===== config.mk =====
export PLATFORM = sky130hd
export DESIGN_NAME = ordered_key_value_table_core
export DESIGN_NICKNAME = d
export VERILOG_FILES = /design/src/rtl/okvt_pkg.sv /design/src/rtl/okvt_cell.sv /design/src/rtl/ordered_key_value_table_core.sv
export SDC_FILE = /design/constraint.sdc
export NUM_CORES = 2
export LEC_CHECK = 0
export BUFFER_PORTS_ARGS = -buffer_cell sky130_fd_sc_hd__buf_2
export CAP_MARGIN = 20
export CORE_MARGIN = 2
export CORE_UTILIZATION = 45
export CTS_CLUSTER_SIZE = 20
export DETAILED_ROUTE_END_ITERATION = 10
export PLACE_DENSITY = 0.63
export SLEW_MARGIN = 20
export SYNTH_ARGS = -nofsm -noshare
export SYNTH_HDL_FRONTEND = slang
export SYNTH_SLANG_ARGS = --single-unit

===== constraint.sdc =====
create_clock -name clk -period 15.2 [get_ports clk]
set_input_delay 0 -clock clk [delete_from_list [all_inputs] [get_ports clk]]
set_output_delay 0 -clock clk [all_outputs]
set_load 0.005 [all_outputs]

===== src/rtl/okvt_pkg.sv =====
// ----------------------------------------------------------------------------
// Ordered key/value table package
// Sizes, operation and status codes, and the control and result structs that
// the top level and the table cells share.
// ----------------------------------------------------------------------------
package okvt_pkg;

  // Number of pairs that the table holds.
  localparam int TABLE_DEPTH = 16;
  localparam int IDX_W       = (TABLE_DEPTH > 1) ? $clog2(TABLE_DEPTH) : 1;
  localparam int COUNT_W     = $clog2(TABLE_DEPTH + 1);
  localparam int DATA_W      = 32;

  typedef enum logic [1:0] {
    OP_PUSH   = 2'd0,
    OP_FIND   = 2'd1,
    OP_UPDATE = 2'd2,
    OP_REMOVE = 2'd3
  } op_t;

  typedef enum logic [1:0] {
    ST_OK   = 2'd0,
    ST_MISS = 2'd1,
    ST_FULL = 2'd2
  } status_t;

  // Operation broadcast to every cell in the cycle that a beat is taken.
  typedef struct packed {
    logic               fire;
    op_t                op;
    logic [DATA_W-1:0]  key;
    logic [DATA_W-1:0]  value;
    logic [COUNT_W-1:0] count;
    logic               full;
  } okvt_ctrl_t;

  // Pair reported by the first matching cell, zero elsewhere.
  typedef struct packed {
    logic [DATA_W-1:0] key;
    logic [DATA_W-1:0] value;
  } okvt_res_t;

endpackage


===== src/rtl/okvt_cell.sv =====
// ----------------------------------------------------------------------------
// Ordered key/value table cell
// Holds one pair, compares it with the broadcast key and shifts towards the
// back on push or towards the front on remove.
// ----------------------------------------------------------------------------
module okvt_cell (
  input  logic                                  clk,
  input  okvt_pkg::okvt_ctrl_t                  ctrl,
  input  logic [okvt_pkg::IDX_W-1:0]            idx,
  input  logic [okvt_pkg::DATA_W-1:0]           prev_key,
  input  logic [okvt_pkg::DATA_W-1:0]           prev_value,
  input  logic [okvt_pkg::DATA_W-1:0]           next_key,
  input  logic [okvt_pkg::DATA_W-1:0]           next_value,
  input  logic                                  hit_in,
  output logic                                  hit_out,
  input  okvt_pkg::okvt_res_t                   res_in,
  output okvt_pkg::okvt_res_t                   res_out,
  output logic [okvt_pkg::DATA_W-1:0]           key_q,
  output logic [okvt_pkg::DATA_W-1:0]           value_q
);
  import okvt_pkg::*;

  logic              occupied;
  logic              match_here;
  logic              first;
  logic [DATA_W-1:0] value_inc;
  okvt_res_t         mine;

  // Match detection with priority to the front of the table.
  assign occupied   = COUNT_W'(idx) < ctrl.count;
  assign match_here = occupied && (key_q == ctrl.key) && (ctrl.op != OP_PUSH);
  assign first      = match_here && !hit_in;
  assign hit_out    = hit_in || match_here;
  assign value_inc  = value_q + DATA_W'(1);

  // Report this pair when it is the first match of a find or remove.
  always_comb begin
    mine = '0;
    if (first && (ctrl.op == OP_FIND)) begin
      mine.key   = key_q;
      mine.value = value_inc;
    end else if (first && (ctrl.op == OP_REMOVE)) begin
      mine.key   = key_q;
      mine.value = value_q;
    end
  end

  assign res_out = res_in | mine;

  // Storage update for the operation in flight.
  always_ff @(posedge clk) begin
    if (ctrl.fire) begin
      unique case (ctrl.op)
        OP_PUSH: begin
          if (!ctrl.full) begin
            key_q   <= prev_key;
            value_q <= prev_value;
          end
        end
        OP_FIND: begin
          if (first) begin
            value_q <= value_inc;
          end
        end
        OP_UPDATE: begin
          if (first) begin
            value_q <= ctrl.value;
          end
        end
        OP_REMOVE: begin
          if (hit_out) begin
            key_q   <= next_key;
            value_q <= next_value;
          end
        end
        default: begin
        end
      endcase
    end
  end

endmodule


===== src/rtl/ordered_key_value_table_core.sv =====
// ----------------------------------------------------------------------------
// Ordered key/value table core
// Front-ordered table of key/value pairs kept in a row of cells, with push,
// find (with increment), update and remove of the first match.
//
// Channel  Handshake            Payload
// in       in_valid, in_stall   operation, key, entry_value
// out      out_valid, out_stall status, out_key, out_value
//
// Every beat is worked by all cells at once: each compares, and the first
// match from the front is picked along the cell row. The result sits in an
// output register, so one beat a cycle is taken while results are drained.
// in_stall is high only while a result waits and out_stall holds it.
// Reset empties the table; stored pairs are not cleared.
// ----------------------------------------------------------------------------
module ordered_key_value_table_core (
  input  logic                               clk,
  input  logic                               rst,
  input  logic                               in_valid,
  output logic                               in_stall,
  input  logic [1:0]                         operation,
  input  logic signed [okvt_pkg::DATA_W-1:0] key,
  input  logic signed [okvt_pkg::DATA_W-1:0] entry_value,
  output logic                               out_valid,
  input  logic                               out_stall,
  output logic [1:0]                         status,
  output logic signed [okvt_pkg::DATA_W-1:0] out_key,
  output logic signed [okvt_pkg::DATA_W-1:0] out_value
);
  import okvt_pkg::*;

  logic [COUNT_W-1:0] count;
  logic [COUNT_W-1:0] count_next;
  logic               fire;
  logic               full;
  op_t                op;
  okvt_ctrl_t         ctrl;
  status_t            status_next;

  logic      [DATA_W-1:0] cell_key   [TABLE_DEPTH];
  logic      [DATA_W-1:0] cell_value [TABLE_DEPTH];
  logic                   hit_chain  [TABLE_DEPTH+1];
  okvt_res_t              res_chain  [TABLE_DEPTH+1];

  // Input handshake and broadcast control.
  assign in_stall = out_valid && out_stall;
  assign fire     = in_valid && !in_stall;
  assign op       = op_t'(operation);
  assign full     = (count == COUNT_W'(TABLE_DEPTH));

  assign ctrl.fire  = fire;
  assign ctrl.op    = op;
  assign ctrl.key   = key;
  assign ctrl.value = entry_value;
  assign ctrl.count = count;
  assign ctrl.full  = full;

  assign hit_chain[0] = 1'b0;
  assign res_chain[0] = '0;

  // Row of cells, front at index zero.
  for (genvar i = 0; i < TABLE_DEPTH; i++) begin : g_cell
    logic [DATA_W-1:0] pk, pv, nk, nv;
    if (i == 0) begin : g_front
      assign pk = key;
      assign pv = entry_value;
    end else begin : g_inner_p
      assign pk = cell_key[i-1];
      assign pv = cell_value[i-1];
    end
    if (i == TABLE_DEPTH - 1) begin : g_back
      assign nk = cell_key[i];
      assign nv = cell_value[i];
    end else begin : g_inner_n
      assign nk = cell_key[i+1];
      assign nv = cell_value[i+1];
    end

    okvt_cell u_cell (
      .clk        (clk),
      .ctrl       (ctrl),
      .idx        (IDX_W'(i)),
      .prev_key   (pk),
      .prev_value (pv),
      .next_key   (nk),
      .next_value (nv),
      .hit_in     (hit_chain[i]),
      .hit_out    (hit_chain[i+1]),
      .res_in     (res_chain[i]),
      .res_out    (res_chain[i+1]),
      .key_q      (cell_key[i]),
      .value_q    (cell_value[i])
    );
  end

  // Status and fill count for the beat in flight.
  always_comb begin
    count_next  = count;
    status_next = ST_MISS;
    if (op == OP_PUSH) begin
      if (full) begin
        status_next = ST_FULL;
      end else begin
        status_next = ST_OK;
        count_next  = count + COUNT_W'(1);
      end
    end else if (hit_chain[TABLE_DEPTH]) begin
      status_next = ST_OK;
      if (op == OP_REMOVE) begin
        count_next = count - COUNT_W'(1);
      end
    end
  end

  // Fill count and output valid.
  always_ff @(posedge clk) begin
    if (rst) begin
      count     <= '0;
      out_valid <= 1'b0;
    end else begin
      if (fire) begin
        count <= count_next;
      end
      if (fire) begin
        out_valid <= 1'b1;
      end else if (!out_stall) begin
        out_valid <= 1'b0;
      end
    end
  end

  // Output payload register.
  always_ff @(posedge clk) begin
    if (fire) begin
      status    <= status_next;
      out_key   <= res_chain[TABLE_DEPTH].key;
      out_value <= res_chain[TABLE_DEPTH].value;
    end
  end

  // Checks on the design's own logic.
  a_count_range: assert property (@(posedge clk) disable iff (rst)
    count <= COUNT_W'(TABLE_DEPTH))
    else $error("fill count exceeds table depth");

  a_full_status: assert property (@(posedge clk) disable iff (rst)
    out_valid && (status == ST_FULL) |-> full)
    else $error("full status reported while the table is not full");

  a_refused_push: assert property (@(posedge clk) disable iff (rst)
    fire && (op == OP_PUSH) && full |=> count == $past(count))
    else $error("refused push changed the fill count");

  a_stall_cause: assert property (@(posedge clk) disable iff (rst)
    in_stall |-> out_valid)
    else $error("input stalled with no result waiting");

endmodule

Word-level counts from Yosys, hierarchy flattened
Cells that the tools add are included.
Word-level totals
  register bits: 1096
  input port bits: 70
  word-level logic and storage cells: 471
  output and inout bits: 68
Cells by class
  eq/ne operators: 69
  mux-type cells: 165
  bitwise logic cells: 17
  add/subtract/negate cells: 18
  reduce and logical (&&, ||, !) cells: 149
  $lt $le $gt $ge: 16
Operators by type and width (number)
  2-to-1 mux 32 bit: 93
  2-to-1 mux 64 bit: 32
  case mux 32 bit (4 select lines): 15
  bitwise OR 64 bit: 15
  case mux 32 bit (2 select lines): 15
  adder 32 x 1 -> 32 bit, second input constant: 16
  == test 32 bit: 16
  != test 2 x 1 -> 1 bit, second input constant: 48
  case mux 32 bit (3 select lines): 1
  logical AND 1 bit: 81
  AND reduction 5 bit: 16
  AND reduction 4 bit: 16
  less-than comparator 4 x 5 -> 1 bit, first input constant: 8
  less-than comparator 3 x 5 -> 1 bit, first input constant: 4
  2-to-1 mux 5 bit: 4
  logical NOT 1 bit: 16
  logical OR 1 bit: 15
  less-than comparator 1 x 5 -> 1 bit, first input constant: 2
  less-than comparator 2 x 5 -> 1 bit, first input constant: 2
  nonzero test 2 bit: 3
  adder 5 x 1 -> 5 bit, second input constant: 1
  == test 5 bit, second input constant: 1
  subtractor 5 x 1 -> 5 bit, second input constant: 1
  == test 2 bit, second input constant: 2
  other kinds (7): 11

Longest topological paths before layout
  depth in word-level cells: 23
  depth in mapped cells: 16
  mapped depth without buffers: 10

Modules after synthesis
A second synthesis with hierarchy kept.
Second synthesis, totals
  cell total of the unflattened synthesis: 7289
  area total of the unflattened synthesis: 85826.1 µm²
Modules (own cells, without submodules)
  okvt_cell at g_cell[0].u_cell ...: cells an instance 448, times used 8, area each 5211.2 µm²
  okvt_cell at g_cell[2].u_cell ...: cells an instance 447, times used 7, area each 5210.0 µm²
  okvt_cell at g_cell[9].u_cell: cells an instance 455, times used 1, area each 5223.8 µm²
  ordered_key_value_table_core: cells an instance 121, times used 1, area each 2442.3 µm²

Least setup slack after synthesis
No wires, ideal clock.
  path kind: flip-flop to flip-flop
  start: reg out_valid
  end: reg g_cell[8].u_cell.value_q[0] in the netlist's numbering (enable)
  library setup time: 468 ps
  arrival: 6253 ps
  stages on the path, launching flop included: 6
  required time: 14732 ps
  setup slack: 8479 ps
  clock period less this slack: 6721 ps
  cells stage by stage: dfxtp_1 > and2_1 > nor2b_1 > nand2b_1 > clkbuf_1 > nor3b_1
On the way
  longest elaborated chain between the ends: 4
Ends and longest elaborated chain
  from (decl): RTL line ordered_key_value_table_core.sv:24  | output logic out_valid,
  from (signal assigned): RTL line ordered_key_value_table_core.sv:119  | out_valid <= 1'b0;
  from (signal assigned): RTL line ordered_key_value_table_core.sv:125  | out_valid <= 1'b1;
  from (signal assigned): RTL line ordered_key_value_table_core.sv:127  | out_valid <= 1'b0;
  logical AND 1 bit: RTL line ordered_key_value_table_core.sv:46  | assign in_stall = out_valid && out_stall;
  net in_stall: RTL line ordered_key_value_table_core.sv:20  | output logic in_stall,
  logical NOT 1 bit: RTL line ordered_key_value_table_core.sv:47  | assign fire = in_valid && !in_stall;
  logical AND 1 bit: RTL line ordered_key_value_table_core.sv:47
  net fire: RTL line ordered_key_value_table_core.sv:34  | logic fire;
  AND reduction 5 bit (no line)
  to (signal assigned): RTL line okvt_cell.sv:62  | value_q <= value_inc;
  to (signal assigned): RTL line okvt_cell.sv:67  | value_q <= ctrl.value;
  to (signal assigned): RTL line okvt_cell.sv:73  | value_q <= next_value;
  to (decl): RTL line okvt_cell.sv:19  | output logic [okvt_pkg::DATA_W-1:0] value_q
The timed path passes the listed nets, and every way through them passes these cells.
A chain may end at the register's enable or synchronous reset.

==> metrics <==
Worst-path clk slew roughly 60 ps; CP max FO 35; Critical R2R Capture out_value[15]; share of post-route cells with drive strength above 1 0.137; Resized Gates After CTS 0; Hold Path Sink g_cell[0].u_cell.key_q[15]; IO Pins 138; Skew-Pair Late Insertion Delay between 800 and 900 ps; Ys Warns 0; RSZ-0062 raised after global routing no; initial antenna violation count 36; Die W 414 microns; Post-synth ARST share 0; cts bufs inserted 139; Max-slew headroom 0.127; Mapped Nets just over 8000; Setup WS post-layout approximately 9000 ps; status finished clean; GRT Util Overall 0.431; WL final between 300 and 400 mm; PD cells 100 mW/mm^2; Sink Count between 1000 and 1500; sequential cell area fraction in the yosys report 0.433; largest net degree at the start of global routing approximately 190; clock tree buffer depth 3; Place WS 8950 ps; kind of cell adding the most delay to the critical path simple AND/OR/NAND/NOR gates; final critical-path required period approximately 6400 ps; Post-DP HPWL about 270 mm; row count 150; Slew @ Worst Pin 1310 ps; setup slack, reg-to-reg 8790 ps; clk_skew just under 30 ps; hold depth 2; max cap viols 0; Post-synth EDFFs about 1100; CP Class reg2reg; reg2reg path depth 12; DRC Markers 0; Non-Filler Instances approximately 10000; Placed Area between 0.07 and 0.08 sq mm; Startpoint Class register; Worst Path Buf+Inv 3; Syn Std Cell Area roughly 0.076 sq mm; fin crit share 0.422; Hold Crit Start key[15]; DR vias between 70000 and 80000; Root Driver clkbuf_16; H-tree Lvls 4; Critical Path End Type register; ANT nets after route 0; Worst path slowest cell xnor2_1; Initial Util 0.453; Nets 7931; area grow syn2layout 10.6%; RD Place Congestion 1.11; Seq cells post-synth approximately 1100; worst path arrival time slightly below 7000 ps; CP required around 16000 ps; drt pass-1 iters 10; vias in the first global route ~68000; die height 414 microns; DR iter-0 viols 10800; Vias per Instance between 6 and 7; first-pass GRT wire length between 500 and 600 mm; cell chain of the critical path xnor2_1 > nand4_1 > or4_1 > or3_2 > and4_2 > buf_4 > nand3_1 > buf_4 > a21oi_1 > a2111oi_2 > buf_4 > nand4_1; CTS tree yes; delay of the slowest critical-path stage between 900 and 1000 ps; floorplan core area around 0.17 sq mm; Die ar. roughly 0.17 sq mm; Port-buffer cells ~140; syn avg cell area roughly 9.5 sq um; total gr overflow 0; Hold Path Class in2reg; crit-path most repeated cell buf_4; Main synth FF type edfxtp_1; leakage 27.7 nW; final max-slew violation count 0; Yosys cell types 83; Final setup violation count 0; Worst R2R Start g_cell[1].u_cell.key_q[9]; VDD IR max 0.000125 V; setup TNS 0 ps; Final Hold Fails 0; Mapped Cells a little under 8000; Peak Freq roughly 0.16 GHz; placed insts between 9000 and 10000; WL per Instance roughly 38 microns; Final Instance Area 0.0838 sq mm
-- final cells by class --
| class | instances | area [sq um] |
|---|---|---|
| fill | 15600 | 83400 |
| clock inverter | 60 | 508 |
| sequential | 1096 | 32900 |
| timing repair buffer | 382 | 2880 |
| inverter | 453 | 1700 |
| tap | 2204 | 2760 |
| clock buffer | 181 | 3760 |
| multi-input combinational | 5764 | 39300 |
| antenna | 17 | 42.5 |
-- cells by family (layout without fill, tap and decap cells) --
| family | Yosys count | in the layout | synth area share |
|---|---|---|---|
| simple gates | 2531 | 2531 | 0.156 |
| compound gates | 1788 | 1788 | 0.169 |
| other cells | 0 | 17 | 0 |
| mux | 481 | 481 | 0.0714 |
| buf+inv | 1089 | 1076 | 0.0573 |
| fa+ha+maj | 25 | 25 | 0.00413 |
| flops | 1096 | 1096 | 0.433 |
| xor+xnor | 939 | 939 | 0.109 |
-- routing by layer --
| metal | wire (microns) | GRT usage |
|---|---|---|
| met1 | 125000 | 0.465 |
| met3 | 34800 | 0.0965 |
| met4 | 50100 | 0.457 |
| met2 | 172000 | 0.679 |
| met5 | 126 | 0 |
-- state kept, by name, indices dropped and copies added, names as in the netlist --
register and count:
count 5, g_cell.u_cell.key_q 512, g_cell.u_cell.value_q 512, out_key 32
out_valid 1, out_value 32, status 2
-- power by group --
| part | switching, mW | internal [mW] |
|---|---|---|
| Combinational | 0.894 | 0.400 |
| Clock | 1.42 | 1.87 |
| Sequential | 0.232 | 3.56 |
| Total | 2.55 | 5.83 |
-- timing repair --
action	in CTS	in global routing
buffers inserted	0	0
endpoints found under the hold margin	95	0
hold buffers	66	0
-- worst max-delay path by stage --
stage | end | cells after the start | start | slack, ps
finish | out_value[15] | 12 | g_cell[1].u_cell.key_q[9] | 8790
global route | g_cell[7].u_cell.value_q[29] | 9 | count[2] | 8890
CTS | out_value[15] | 12 | g_cell[1].u_cell.key_q[26] | 8970
detailed placement | out_value[15] | 13 | key[1] | 8950
global placement | g_cell[7].u_cell.value_q[31] | 8 | count[2] | 8590
floorplan | g_cell[8].u_cell.value_q[0] | 5 | out_valid | 8480
-- worst register-to-register path, stage by stage, from the launching register on --
cell and delay [ps]:
edfxtp_1 460, xnor2_1 980, nand4_1 180, or4_1 520
or3_2 740, and4_2 540, buf_4 540, nand3_1 490
buf_4 340, a21oi_1 90, a2111oi_2 710, buf_4 240
nand4_1 230
-- per-stage QoR --
step | utilization | hold slack (ps) | power, mW
global placement | 0.469 | 226 | 5.04
finish | 0.501 | 44.6 | 8.38
global route | 0.501 | 35.3 | 8.52
CTS | 0.499 | 4.43 | 8.30
floorplan | - | 69.1 | 4.48
detailed placement | 0.470 | 248 | 5.05
-- synth_stat cells, drive strengths merged (33+ instances only) --
| master | count | area (sq um) |
|---|---|---|
| nor3 | 136 | 701 |
| and3 | 94 | 588 |
| xor2 | 425 | 3720 |
| a21o | 34 | 255 |
| a211oi | 34 | 255 |
| a31oi | 46 | 288 |
| a222oi | 89 | 891 |
| a32oi | 383 | 3350 |
| nand4 | 156 | 982 |
| or3 | 33 | 206 |
| a221oi | 73 | 639 |
| nor2 | 215 | 810 |
| inv | 453 | 1700 |
| and4 | 53 | 464 |
| a22oi | 148 | 1110 |
| nand3 | 208 | 1050 |
| o22ai | 40 | 250 |
| clkbuf | 470 | 1760 |
| xnor2 | 514 | 4500 |
| nor4 | 190 | 1240 |
| a221o | 51 | 510 |
| a21oi | 362 | 1810 |
| a22o | 57 | 499 |
| edfxtp | 1090 | 32700 |
| o21ai | 311 | 1560 |
| mux2 | 477 | 5370 |
| nand2 | 1338 | 5020 |
| buf | 166 | 880 |
-- layout by cell type (no fill, tap or decap), types with 147 or more instances in the layout --
| cell | instances |
|---|---|
| nor2_1 | 203 |
| inv_1 | 451 |
| a22oi_1 | 147 |
| xnor2_1 | 514 |
| a21oi_1 | 343 |
| edfxtp_1 | 1090 |
| mux2_2 | 476 |
| o21ai_0 | 305 |
| nand2_1 | 1337 |
| buf_4 | 164 |
| nand3_1 | 206 |
| nand4_1 | 155 |
| a32oi_1 | 383 |
| xor2_1 | 413 |
| nor4_1 | 174 |
Power figures use the tool's default switching activity.
